$ cat config.mk
export PLATFORM = sky130hd
export DESIGN_NAME = ipv4_prefix_match_table
export DESIGN_NICKNAME = d
export VERILOG_FILES = /design/src/ipm_pkg.sv /design/src/ipm_ctrl.sv /design/src/ipm_datapath.sv /design/src/ipv4_prefix_match_table.sv
export SDC_FILE = /design/constraint.sdc
export NUM_CORES = 2
export LEC_CHECK = 0
export BUFFER_PORTS_ARGS = -buffer_cell sky130_fd_sc_hd__buf_2
export CAP_MARGIN = 15
export CORE_UTILIZATION = 45
export CTS_CLUSTER_SIZE = 30
export DETAILED_ROUTE_END_ITERATION = 12
export PLACE_DENSITY = 0.7
export SLEW_MARGIN = 20
export SYNTH_ARGS = -nofsm -noshare
export SYNTH_HDL_FRONTEND = slang
export SYNTH_SLANG_ARGS = --single-unit
$ cat constraint.sdc
create_clock -name clk -period 4.4 [get_ports clk]
set_input_delay 0.22 -clock clk [delete_from_list [all_inputs] [get_ports clk]]
set_output_delay 0.22 -clock clk [all_outputs]
set_load 0.01 [all_outputs]
$ cat src/ipm_pkg.sv
// Shared types, constants and the prefix mask function of the IPv4 prefix match table.
// Used by ipm_ctrl, ipm_datapath and ipv4_prefix_match_table; depends on nothing.
package ipm_pkg;

    localparam int ADDR_W   = 32;
    localparam int PREFIX_W = 6;
    localparam int INDEX_W  = 6;
    localparam int CFG_W    = 7;

    localparam logic [PREFIX_W-1:0] FULL_PREFIX = 6'd32;

    // Item function codes.
    localparam logic FUNC_WRITE = 1'b0;
    localparam logic FUNC_QUERY = 1'b1;

    typedef enum logic [1:0] {
        ST_IDLE = 2'b01,
        ST_SCAN = 2'b10
    } ipm_state_t;

    // Commands from the controller to the datapath.
    typedef struct packed {
        logic wr_en;    // store the entry carried by the accepted word
        logic start;    // latch the query address and restart the scan
        logic advance;  // move the scan pipeline one step
        logic finish;   // emit the closing result of the query
    } ipm_cmd_t;

    // Status from the datapath to the controller.
    typedef struct packed {
        logic out_free;   // output register can take a result this cycle
        logic scan_done;  // all entries read and compared
    } ipm_status_t;

    // Mask with ones in the top p bits; zero length gives no ones, 32 or more gives all.
    function automatic logic [ADDR_W-1:0] prefix_mask(input logic [PREFIX_W-1:0] p);
        logic [ADDR_W-1:0] m;
        if (p == '0)
        begin
            m = '0;
        end
        else if (p >= FULL_PREFIX)
        begin
            m = '1;
        end
        else
        begin
            m = ~({ADDR_W{1'b1}} >> p);
        end
        return m;
    endfunction

endpackage

$ cat src/ipm_ctrl.sv
// Controller state machine of the IPv4 prefix match table.
// Depends on ipm_pkg for the state encoding and the command and status structs.
module ipm_ctrl (
    input  logic                 clk,
    input  logic                 rst_n,
    input  logic                 in_valid,
    input  logic                 func,
    output logic                 in_stall,
    input  ipm_pkg::ipm_status_t status,
    output ipm_pkg::ipm_cmd_t    cmd
);
    import ipm_pkg::*;

    ipm_state_t state_reg;
    ipm_state_t state_next;

    always_ff @(posedge clk or negedge rst_n)
    begin
        if (!rst_n)
        begin
            state_reg <= ST_IDLE;
        end
        else
        begin
            state_reg <= state_next;
        end
    end

    always_comb
    begin
        state_next  = state_reg;
        in_stall    = 1'b1;
        cmd         = '0;
        case (state_reg)
            ST_IDLE:
            begin
                in_stall = 1'b0;
                if (in_valid)
                begin
                    if (func == FUNC_QUERY)
                    begin
                        cmd.start  = 1'b1;
                        state_next = ST_SCAN;
                    end
                    else
                    begin
                        cmd.wr_en = 1'b1;
                    end
                end
            end
            ST_SCAN:
            begin
                if (status.out_free)
                begin
                    if (status.scan_done)
                    begin
                        cmd.finish = 1'b1;
                        state_next = ST_IDLE;
                    end
                    else
                    begin
                        cmd.advance = 1'b1;
                    end
                end
            end
            default:
            begin
                state_next = ST_IDLE;
            end
        endcase
    end

endmodule

$ cat src/ipm_datapath.sv
// Datapath of the IPv4 prefix match table: entry memory, scan counter, compare stage,
// pending match and output register. Depends on ipm_pkg.
module ipm_datapath #(
    parameter int TABLE_DEPTH = 64
) (
    input  logic                          clk,
    input  logic                          rst_n,
    input  ipm_pkg::ipm_cmd_t             cmd,
    output ipm_pkg::ipm_status_t          status,
    input  logic                          cfg_valid,
    input  logic [ipm_pkg::CFG_W-1:0]     cfg_data,
    input  logic [ipm_pkg::INDEX_W-1:0]   entry_index,
    input  logic [ipm_pkg::ADDR_W-1:0]    address,
    input  logic [ipm_pkg::PREFIX_W-1:0]  prefix_len,
    output logic                          out_valid,
    input  logic                          out_stall,
    output logic                          hit,
    output logic [ipm_pkg::INDEX_W-1:0]   match_index,
    output logic                          last
);
    import ipm_pkg::*;

    localparam int AW = (TABLE_DEPTH > 1) ? $clog2(TABLE_DEPTH) : 1;
    localparam int CW = $clog2(TABLE_DEPTH + 1);

    // Entry storage, contents undefined until written.
    logic [ADDR_W-1:0]   net_mem [TABLE_DEPTH];
    logic [PREFIX_W-1:0] pfx_mem [TABLE_DEPTH];

    logic [CFG_W-1:0]    entries_in_use_reg;
    logic [CW-1:0]       count_reg;
    logic [CW-1:0]       scan_idx_reg;
    logic [ADDR_W-1:0]   query_addr_reg;

    logic [ADDR_W-1:0]   rd_net_reg;
    logic [PREFIX_W-1:0] rd_pfx_reg;
    logic [AW-1:0]       cmp_idx_reg;
    logic                cmp_valid_reg;

    logic                pend_valid_reg;
    logic [AW-1:0]       pend_idx_reg;

    logic                out_valid_reg;
    logic                out_hit_reg;
    logic [INDEX_W-1:0]  out_idx_reg;
    logic                out_last_reg;

    logic                wr_ok;
    logic [PREFIX_W-1:0] plen_sat;
    logic                rd_en;
    logic [ADDR_W-1:0]   cmp_mask;
    logic                cmp_hit;
    logic                out_free;
    logic                out_load;
    logic                out_hit_next;
    logic [INDEX_W-1:0]  out_idx_next;
    logic                out_last_next;
    logic [CW-1:0]       count_next;

    assign wr_ok    = cmd.wr_en && ({1'b0, entry_index} < (INDEX_W + 1)'(TABLE_DEPTH));
    assign plen_sat = (prefix_len > FULL_PREFIX) ? FULL_PREFIX : prefix_len;
    assign rd_en    = cmd.advance && (scan_idx_reg < count_reg);
    assign cmp_mask = prefix_mask(rd_pfx_reg);
    assign cmp_hit  = cmp_valid_reg
                      && ((rd_net_reg & cmp_mask) == (query_addr_reg & cmp_mask));
    assign out_free = !out_valid_reg || !out_stall;

    assign count_next = (entries_in_use_reg > CFG_W'(TABLE_DEPTH))
                        ? CW'(TABLE_DEPTH) : CW'(entries_in_use_reg);

    assign status.out_free  = out_free;
    assign status.scan_done = (scan_idx_reg >= count_reg) && !cmp_valid_reg;

    // A new match pushes the previous one out with last clear; the closing
    // result carries whatever match is still pending, or a miss.
    always_comb
    begin
        out_load      = 1'b0;
        out_hit_next  = 1'b1;
        out_idx_next  = INDEX_W'(pend_idx_reg);
        out_last_next = 1'b0;
        if (cmd.finish)
        begin
            out_load      = 1'b1;
            out_hit_next  = pend_valid_reg;
            out_idx_next  = pend_valid_reg ? INDEX_W'(pend_idx_reg) : '0;
            out_last_next = 1'b1;
        end
        else if (cmd.advance && cmp_hit && pend_valid_reg)
        begin
            out_load = 1'b1;
        end
    end

    always_ff @(posedge clk)
    begin
        if (wr_ok)
        begin
            net_mem[entry_index[AW-1:0]] <= address;
            pfx_mem[entry_index[AW-1:0]] <= plen_sat;
        end
        if (rd_en)
        begin
            rd_net_reg  <= net_mem[scan_idx_reg[AW-1:0]];
            rd_pfx_reg  <= pfx_mem[scan_idx_reg[AW-1:0]];
            cmp_idx_reg <= scan_idx_reg[AW-1:0];
        end
        if (cmd.start)
        begin
            query_addr_reg <= address;
        end
        if (cmd.advance && cmp_hit)
        begin
            pend_idx_reg <= cmp_idx_reg;
        end
        if (out_load)
        begin
            out_hit_reg  <= out_hit_next;
            out_idx_reg  <= out_idx_next;
            out_last_reg <= out_last_next;
        end
    end

    always_ff @(posedge clk or negedge rst_n)
    begin
        if (!rst_n)
        begin
            entries_in_use_reg <= '0;
            count_reg          <= '0;
            scan_idx_reg       <= '0;
            cmp_valid_reg      <= 1'b0;
            pend_valid_reg     <= 1'b0;
            out_valid_reg      <= 1'b0;
        end
        else
        begin
            if (cfg_valid)
            begin
                entries_in_use_reg <= cfg_data;
            end
            if (cmd.start)
            begin
                count_reg      <= count_next;
                scan_idx_reg   <= '0;
                cmp_valid_reg  <= 1'b0;
                pend_valid_reg <= 1'b0;
            end
            else if (cmd.advance)
            begin
                cmp_valid_reg <= rd_en;
                if (rd_en)
                begin
                    scan_idx_reg <= scan_idx_reg + 1'b1;
                end
                if (cmp_hit)
                begin
                    pend_valid_reg <= 1'b1;
                end
            end
            else if (cmd.finish)
            begin
                pend_valid_reg <= 1'b0;
            end
            if (out_load)
            begin
                out_valid_reg <= 1'b1;
            end
            else if (!out_stall)
            begin
                out_valid_reg <= 1'b0;
            end
        end
    end

    assign out_valid   = out_valid_reg;
    assign hit         = out_hit_reg;
    assign match_index = out_idx_reg;
    assign last        = out_last_reg;

endmodule

$ cat src/ipv4_prefix_match_table.sv
// Top level of the IPv4 prefix match table: controller plus datapath.
// Depends on ipm_pkg, ipm_ctrl and ipm_datapath.

// The block holds up to TABLE_DEPTH IPv4 networks, each an address with a prefix
// length. A write word (func = 0) stores one entry; slots at or beyond TABLE_DEPTH
// are ignored and prefix lengths above 32 are stored as 32. A query word (func = 1)
// scans entries 0 to entries_in_use - 1 (at most TABLE_DEPTH) and returns, in
// ascending order, one result word for every entry whose network matches the
// queried address under that entry's prefix mask, with last set on the final word.
// A query with no match returns a single word with hit clear, match_index zero and
// last set. The single read port of the entry memory delivers one entry per cycle
// while the output side does not stall, followed by one compare stage and the
// closing result. Stalls on the output hold the scan. Input is stalled while a
// query scans; the last result may still wait in the output register while the
// next word is taken. Entries must be written before any query scans them.
// entries_in_use is to be written through the configuration channel only while
// the block is idle; the block itself does not enforce this.
module ipv4_prefix_match_table #(
    parameter int TABLE_DEPTH = 64
) (
    input  logic                          clk,
    input  logic                          rst_n,
    // Configuration channel: entries_in_use.
    input  logic                          cfg_valid,
    output logic                          cfg_ready,
    input  logic [ipm_pkg::CFG_W-1:0]     cfg_data,
    // Input channel.
    input  logic                          in_valid,
    output logic                          in_stall,
    input  logic                          func,
    input  logic [ipm_pkg::INDEX_W-1:0]   entry_index,
    input  logic [ipm_pkg::ADDR_W-1:0]    address,
    input  logic [ipm_pkg::PREFIX_W-1:0]  prefix_len,
    // Result channel.
    output logic                          out_valid,
    input  logic                          out_stall,
    output logic                          hit,
    output logic [ipm_pkg::INDEX_W-1:0]   match_index,
    output logic                          last
);
    import ipm_pkg::*;

    ipm_cmd_t    cmd;
    ipm_status_t status;

    // The register is a plain flop, so a write is always taken.
    assign cfg_ready = 1'b1;

    ipm_ctrl u_ctrl (
        .clk      (clk),
        .rst_n    (rst_n),
        .in_valid (in_valid),
        .func     (func),
        .in_stall (in_stall),
        .status   (status),
        .cmd      (cmd)
    );

    ipm_datapath #(
        .TABLE_DEPTH (TABLE_DEPTH)
    ) u_datapath (
        .clk         (clk),
        .rst_n       (rst_n),
        .cmd         (cmd),
        .status      (status),
        .cfg_valid   (cfg_valid),
        .cfg_data    (cfg_data),
        .entry_index (entry_index),
        .address     (address),
        .prefix_len  (prefix_len),
        .out_valid   (out_valid),
        .out_stall   (out_stall),
        .hit         (hit),
        .match_index (match_index),
        .last        (last)
    );

endmodule
---- Word level (Yosys, flattened, before mapping) ----
Memories as Yosys holds them, arrays and structs flattened. A register that Yosys moved wholly into a read port is not among the register bits.
Cells that the tools add are included.
storage, ports and cells
  register bits after elaboration ......... 78
  bits in writable memories ............... 2432
  bits of input ports ..................... 57
  output and inout port bits .............. 11
  word-level logic and storage cells ...... 86
  memories kept ........................... 2
memory list
  memory              depth  bits a word  read ports  clocked after memory_dff  wr ports  RTL line            RTL
  u_datapath.net_mem  64     32           1           1                         1         ipm_datapath.sv:27  logic [ADDR_W-1:0] net_mem [TABLE_DEPTH];
  u_datapath.pfx_mem  64     6            1           1                         1         ipm_datapath.sv:28  logic [PREFIX_W-1:0] pfx_mem [TABLE_DEPTH];
cells by class
  $add $sub $neg .......................... 1
  magnitude comparators ................... 5
  equality and inequality tests ........... 9
  shifts and indexed selects .............. 1
  multiplexer cells ....................... 36
  bitwise gates (word level) .............. 3
  reduce and logical (&&, ||, !) cells .... 16
operators by type and width
  operator               number
  $and 32x32->32         2
  $mux 32                2
  $eq 32x32->1           1
  $not 32->32            1
  $shr 32x6->32 const A  1
  $mux 7                 4
  $mux 1                 18
  $mux 6                 3
  $mux 2                 8
  $add 7x1->7 const B    1
  $ge 7x7->1             1
  $gt 7x7->1 const B     1
  $lt 7x7->1             1
  $ge 6x6->1 const B     1
  $gt 6x6->1 const B     1
  $logic_not 6->1        1
  $ne 2x2->1 const B     3
  $logic_and 1x1->1      5
  $ne 2x1->1 const B     2
  $pmux 2 s2             1
  $reduce_and 2->1       2
  $reduce_and 4->1       1
  $reduce_bool 2->1      2
  $logic_not 1->1        3
  5 further kinds        5

---- Logic depth before layout (Yosys ltp) ----
  word-level depth ........................ 12
  mapped depth ............................ 11
  gate-level depth less buffers ........... 8

---- By module ----
A second synthesis with hierarchy kept.
second synthesis, totals
  cell total of the unflattened synthesis .. 3843
  area, all modules ....................... 97074.4 µm²
modules (own cells, without submodules)
  module                   times used  cells each  area an instance (µm²)  seq. area each (µm²)
  ipm_datapath             1           3830        96944.2                 76333.2
  ipm_ctrl                 1           11          118.9                   51.3
  ipv4_prefix_match_table  1           2           11.3                    0.0

---- Least setup slack after synthesis ----
Ideal clock, no wire load.
  path kind ............................... register to register
  start point ............................. reg u_ctrl.state_reg[0]
  end point ............................... mem u_datapath.net_mem[63][0], enable pin
  setup time .............................. 0.433 ns
  arrival ................................. 3.031 ns
  data required time ...................... 3.967 ns
  setup slack ............................. 0.935 ns
  stages on the path, launching flop included .. 6
  path buffers ............................ 0
  clock period less this slack ............ 3.465 ns
  cell sequence ........................... dfstp_2 > nor2b_1 > nand2_1 > nor3b_1 > nand3_1 > nor2_1
on the way
  cells in the longest elaborated chain, start to end .. 4
ends and longest elaborated chain
  what                          RTL line            RTL
  start, declared               ipm_ctrl.sv:14      ipm_state_t state_reg;
  start signal, assigned        ipm_ctrl.sv:25      state_reg <= state_next;
  $eq 2x1->1                    ipm_ctrl.sv:34      case (state_reg)
  $mux 2                        ipm_ctrl.sv:34
  $mux 1                        ipm_datapath.sv:97  if (wr_ok)
  $mux 1 (implied by the code)  ipm_datapath.sv:99  net_mem[entry_index[AW-1:0]] <= address;
  end, declared                 ipm_datapath.sv:27
Every way passes these cells.

---- Worst setup path after layout ----
  start point ............................. reg u_datapath.scan_idx_reg[0]
  end point ............................... reg u_datapath.rd_net_reg[5], read port of u_datapath.net_mem, enable pin
on the way
  cells in the longest elaborated chain, start to end .. 6
  elaborated cells on any way between the ends .. 7
  those cells by class .................... order compare: 2; mux: 3; reduce/logical: 2
ends and longest elaborated chain
  what                        RTL line             RTL
  start, declared             ipm_datapath.sv:32   logic [CW-1:0] scan_idx_reg;
  start signal, assigned      ipm_datapath.sv:153  scan_idx_reg <= scan_idx_reg + 1'b1;
  $ge 7x7->1                  ipm_datapath.sv:72   assign status.scan_done = (scan_idx_reg >= count_reg) && !cmp_valid_reg;
  $logic_and 1x1->1           ipm_datapath.sv:72
  $mux 1                      ipm_ctrl.sv:55       if (status.scan_done)
  $mux 2                      ipm_ctrl.sv:53       if (status.out_free)
  $mux 2                      ipm_ctrl.sv:34
  $logic_and 1x1->1 (*)       ipm_datapath.sv:62   assign rd_en = cmd.advance && (scan_idx_reg < count_reg);
  named net u_datapath.rd_en  ipm_datapath.sv:50   logic rd_en;
  end, declared               ipm_datapath.sv:35   logic [ADDR_W-1:0] rd_net_reg;
Mark *: on every way through the listed nets, which the timed path passes. The rest lies on a longest branch.
A chain may end at the register's enable or synchronous reset.

==> impl_summary.txt <==
----------------------------------------------------
[Status]
  Result of the run ... complete, no violations

[Die]
  Die area ... 0.217 mm²
  Total number of placement rows ... around 170
  CORE AREA ... roughly 0.21 mm²
  Die Wd ... around 470 µm
  Initial Utilization ... between 40% and 50%
  Ports placed on the boundary ... 68
  Vertical die dimension ... 466 µm

[Timing]
  Final setup TNS ... 0 ns
  Fin crit period ... 3.72 ns
  Setup repair after global routing missed its margin ... false
  Final count of pins violating max slew ... 0
  Share of the clock period used by the worst path after layout ... 84.6%
  Relative slew slack ... 19.2%
  Worst Clk Skew ... 0.0503 ns
  Transition time of the tightest slew-check pin ... 1.21 ns
  Setup violations, final ... 0
  Final hold violation count ... 0
  Peak Freq ... ~0.27 GHz

[Place]
  Buffers added on ports ... 66
  Hpwl dp ... 122000 µm
  Placer's final routability congestion estimate ... 0.786

[Clock network]
  TritonCTS clock tree ... done
  Clk buf depth ... 3
  Number of buffers added for setup after CTS ... 0
  Clk root buf ... sky130_fd_sc_hd__clkbuf_16
  CTS resizes ... 0
  Clock input transition at the sequential cells of the worst setup and hold paths ... 0.06 ns
  CTS H-Tree Depth ... 4
  Clock latency at the later pin of the worst-skew pair ... 0.88 ns
  Number of clock sinks ... roughly 2500
  Number of buffers added by the clock tree synthesis step ... 236

[Critical path]
  Worst path most repeated cell ... sky130_fd_sc_hd__buf_4
  Worst setup slack for register-to-register paths ... roughly 0.68 ns
  Largest driver fanout on the critical path ... 30
  Arrival time of data at the critical path endpoint ... 4.26 ns
  Startpoint of the worst-slack reg-to-reg timing path ... u_datapath.scan_idx_reg[0]
  Number of buffer and inverter instances along the worst setup path ... 4
  Kind of start point of the critical path ... flop
  Crit path capture type ... flop
  Crit-path slowest cell ... sky130_fd_sc_hd__dfrtp_4
  Kind of critical path ... reg -> reg
  Largest delay contributor family on the critical path ... buffers and inverters
  Worst path cell trace ... buf_4 > inv_1 > ha_1 > a41oi_1 > a21o_1 > nand2_1 > inv_2 > buf_4
  Req. time, crit path ... 4.93 ns
  Worst path max stage delay ... 0.71 ns
  Startpoint of the most critical setup path ... u_datapath.scan_idx_reg[0]

[Layout]
  Final-stage net count ... 4310
  Most common library cell in the layout ignoring fill and taps ... sky130_fd_sc_hd__edfxtp_1
  Largest register FFs ... 2048
  Share of cells above drive strength 1 ... 32.5%
  Leading cell types in the layout, fill and taps excluded ... sky130_fd_sc_hd__edfxtp_1 (2522), sky130_fd_sc_hd__mux4_2 (760), sky130_fd_sc_hd__clkbuf_16 (236), sky130_fd_sc_hd__buf_4 (111), sky130_fd_sc_hd__a22oi_1 (78)
  Filler cells ... 15770
  Syn-to-layout area delta ... 15.1%

[Global route]
  Total GRT Usage ... 21.6%
  Number of antenna violations at the first check in global routing ... 9
  Grt total ovfl ... 0
  First-pass GRT wire length ... approximately 330000 µm
  Pin count of the biggest net entering global routing ... 67
  Number of global-route vias before repair ... 45180

[Logic synthesis]
  Syn. warnings ... 0
  Netlist cell types ... 49
  Avg Inst Size Synth ... 24.7 µm²
  Fraction of the yosys area taken by sequential cells ... slightly below 80%
  Summed instance area of the synthesized netlist ... 0.0969 mm²
  Syn_nets ... 3996
  Fraction of registers with async set/reset ... 1.02%
  Synthesized netlist cell count ... 3931
  Ys flop type ... sky130_fd_sc_hd__edfxtp_1
  Count of flip-flops with a built-in enable after synthesis ... 2522
  Post-synthesis register bit count ... ~2500

[Route]
  Vias ... 45113
  Number of DRC violations after detailed routing ... 0
  Number of DRC markers after the initial detailed-route iteration ... 6529
  Number of nets with antenna violations after routing ... 0
  Wire length after detailed routing ... 234000 µm
  Average wire per standard cell ... 32.1 µm
  Pre-antenna DRT Iters ... 5
  Via count normalized by instance count ... a little over 6

[Hold path]
  Class of the worst hold path ... in -> reg
  Hold path startpoint ... address[31]

[Power and ir drop]
  Power Density ... 486 mW/mm²
  Peak supply drop ... 0.370 mV
  Pwr Total ... roughly 54 mW
  Leakage ... between 30 and 40 nW

[Flow run]
  Number of max-capacitance violations reported ... 0

----------------------------------------------------
[metal layers]
metal	up-vias	track usage [%]	part of all wire, %
met2	2600	34.3	49
met4	10	5.28	2.2
met5	-	0	0.030
li1	17688	-	-
met1	24452	30.6	39
met3	363	4.65	10
[path summary, 6_finish.rpt]
check | endpoint | cells after the start
setup / recovery | u_datapath.rd_net_reg[5] | 8
hold / removal | u_datapath.net_mem[21][31] | 2
setup reg to reg | u_datapath.rd_net_reg[5] | 8
hold reg to reg | u_datapath.pend_idx_reg[2] | 0
max in group asynchronous | u_datapath.scan_idx_reg[1] | 4
min in group asynchronous | u_ctrl.state_reg[0] | 3
[area by class of cell]
class | count | area (µm²) | share of cell area [%]
sequential | 2548 | 76400 | 68.5
multi-input combinational | 1164 | 20100 | 18.0
clock buffer | 274 | 6050 | 5.42
tap | 2821 | 3530 | 3.16
timing repair buffer | 280 | 3120 | 2.80
clock inverter | 174 | 2240 | 2.01
inverter | 15 | 57.6 | 0.0516
antenna | 4 | 10.0 | 0.00897
[kinds of logic after synthesis]
| kind of cell | count (synthesis) | share of synthesized area (%) |
|---|---|---|
| adder cells (fa/ha/maj) | 8 | 0.103 |
| flip-flops | 2548 | 78.8 |
| buffers and inverters | 219 | 0.972 |
| AND/OR/NAND/NOR | 205 | 0.971 |
| other | 1 | 0.00387 |
| XOR/XNOR | 37 | 0.334 |
| AO/OA/AOI/OAI | 146 | 1.06 |
| multiplexers | 767 | 17.7 |
[power by group]
group	switching [mW]	internal, mW	total, mW	leakage, nW
Sequential	0.108	26.8	26.9	23.1
Clock	9.02	12.7	21.7	4.03
Combinational	2.65	2.91	5.57	6.49
Total	11.8	42.4	54.2	33.6
[cell usage after synthesis, types with 2 or more instances]
library cell	count	area [µm²]
sky130_fd_sc_hd__and4_1	2	17.5
sky130_fd_sc_hd__buf_1	16	60.1
sky130_fd_sc_hd__and2_1	4	25.0
sky130_fd_sc_hd__nor4_1	2	12.5
sky130_fd_sc_hd__nand2b_1	3	18.8
sky130_fd_sc_hd__edfxtp_1	2522	75700
sky130_fd_sc_hd__a211oi_1	5	37.5
sky130_fd_sc_hd__mux2_2	7	78.8
sky130_fd_sc_hd__or2_2	2	12.5
sky130_fd_sc_hd__clkbuf_1	122	458
sky130_fd_sc_hd__buf_2	57	285
sky130_fd_sc_hd__a31oi_1	2	12.5
sky130_fd_sc_hd__xnor2_1	13	114
sky130_fd_sc_hd__xor2_1	24	210
sky130_fd_sc_hd__nand3b_1	8	60.1
sky130_fd_sc_hd__a221oi_1	3	26.3
sky130_fd_sc_hd__o22ai_1	3	18.8
sky130_fd_sc_hd__o211ai_1	6	45.0
sky130_fd_sc_hd__dfrtp_1	25	626
sky130_fd_sc_hd__nor3b_1	2	15.0
sky130_fd_sc_hd__nand3_1	12	60.1
sky130_fd_sc_hd__buf_6	4	45.0
sky130_fd_sc_hd__mux4_2	760	17100
sky130_fd_sc_hd__ha_1	8	100
sky130_fd_sc_hd__inv_1	14	52.6
sky130_fd_sc_hd__buf_4	5	37.5
sky130_fd_sc_hd__and3_1	2	12.5
sky130_fd_sc_hd__o21ai_0	19	95.1
sky130_fd_sc_hd__o21a_1	3	22.5
sky130_fd_sc_hd__a21o_1	4	30.0
sky130_fd_sc_hd__o21bai_1	2	15.0
sky130_fd_sc_hd__a21oi_1	12	60.1
sky130_fd_sc_hd__or3b_2	2	17.5
sky130_fd_sc_hd__nor3_1	6	30.0
sky130_fd_sc_hd__nand2_1	60	225
sky130_fd_sc_hd__a211o_1	2	17.5
sky130_fd_sc_hd__a22oi_1	78	586
sky130_fd_sc_hd__nor2_1	77	289
sky130_fd_sc_hd__a41oi_1	2	17.5
sky130_fd_sc_hd__nor2b_1	17	106
sky130_fd_sc_hd__o31ai_1	3	22.5
sky130_fd_sc_hd__nand4_1	4	25.0
[stage by stage]
| step | area [µm²] | hold WS (ns) | std cells | util [%] | worst slack (ns) |
|---|---|---|---|---|---|
| 5_1_grt | 112000 | 0.0367 | 7276 | 52.3 | 0.500 |
| 3_5_place_dp | 103000 | 0.249 | 6774 | 48.1 | 0.719 |
| 4_1_cts | 111000 | 0.000329 | 7246 | 52.1 | 0.697 |
| 2_1_floorplan | 96900 | -0.0756 | 3931 | - | 0.935 |
| 3_3_place_gp | 103000 | 0.245 | 6770 | 48.1 | 0.724 |
| 6_report | 112000 | 0.0602 | 7280 | 52.3 | 0.676 |
[worst register-to-register path, cell delays in order (launching register included)]
cell                      delay, ns
sky130_fd_sc_hd__dfrtp_4       0.71
sky130_fd_sc_hd__buf_4         0.59
sky130_fd_sc_hd__inv_1         0.11
sky130_fd_sc_hd__ha_1          0.32
sky130_fd_sc_hd__a41oi_1       0.15
sky130_fd_sc_hd__a21o_1        0.22
sky130_fd_sc_hd__nand2_1       0.18
sky130_fd_sc_hd__inv_2         0.63
sky130_fd_sc_hd__buf_4         0.47
[timing repair]
action	4_1_cts	5_1_grt
hold buffers	24	28
setup endpoints to repair	0	0
hold endpoints to repair	125	1755
Note: power is estimated with default switching activity, not from simulation.
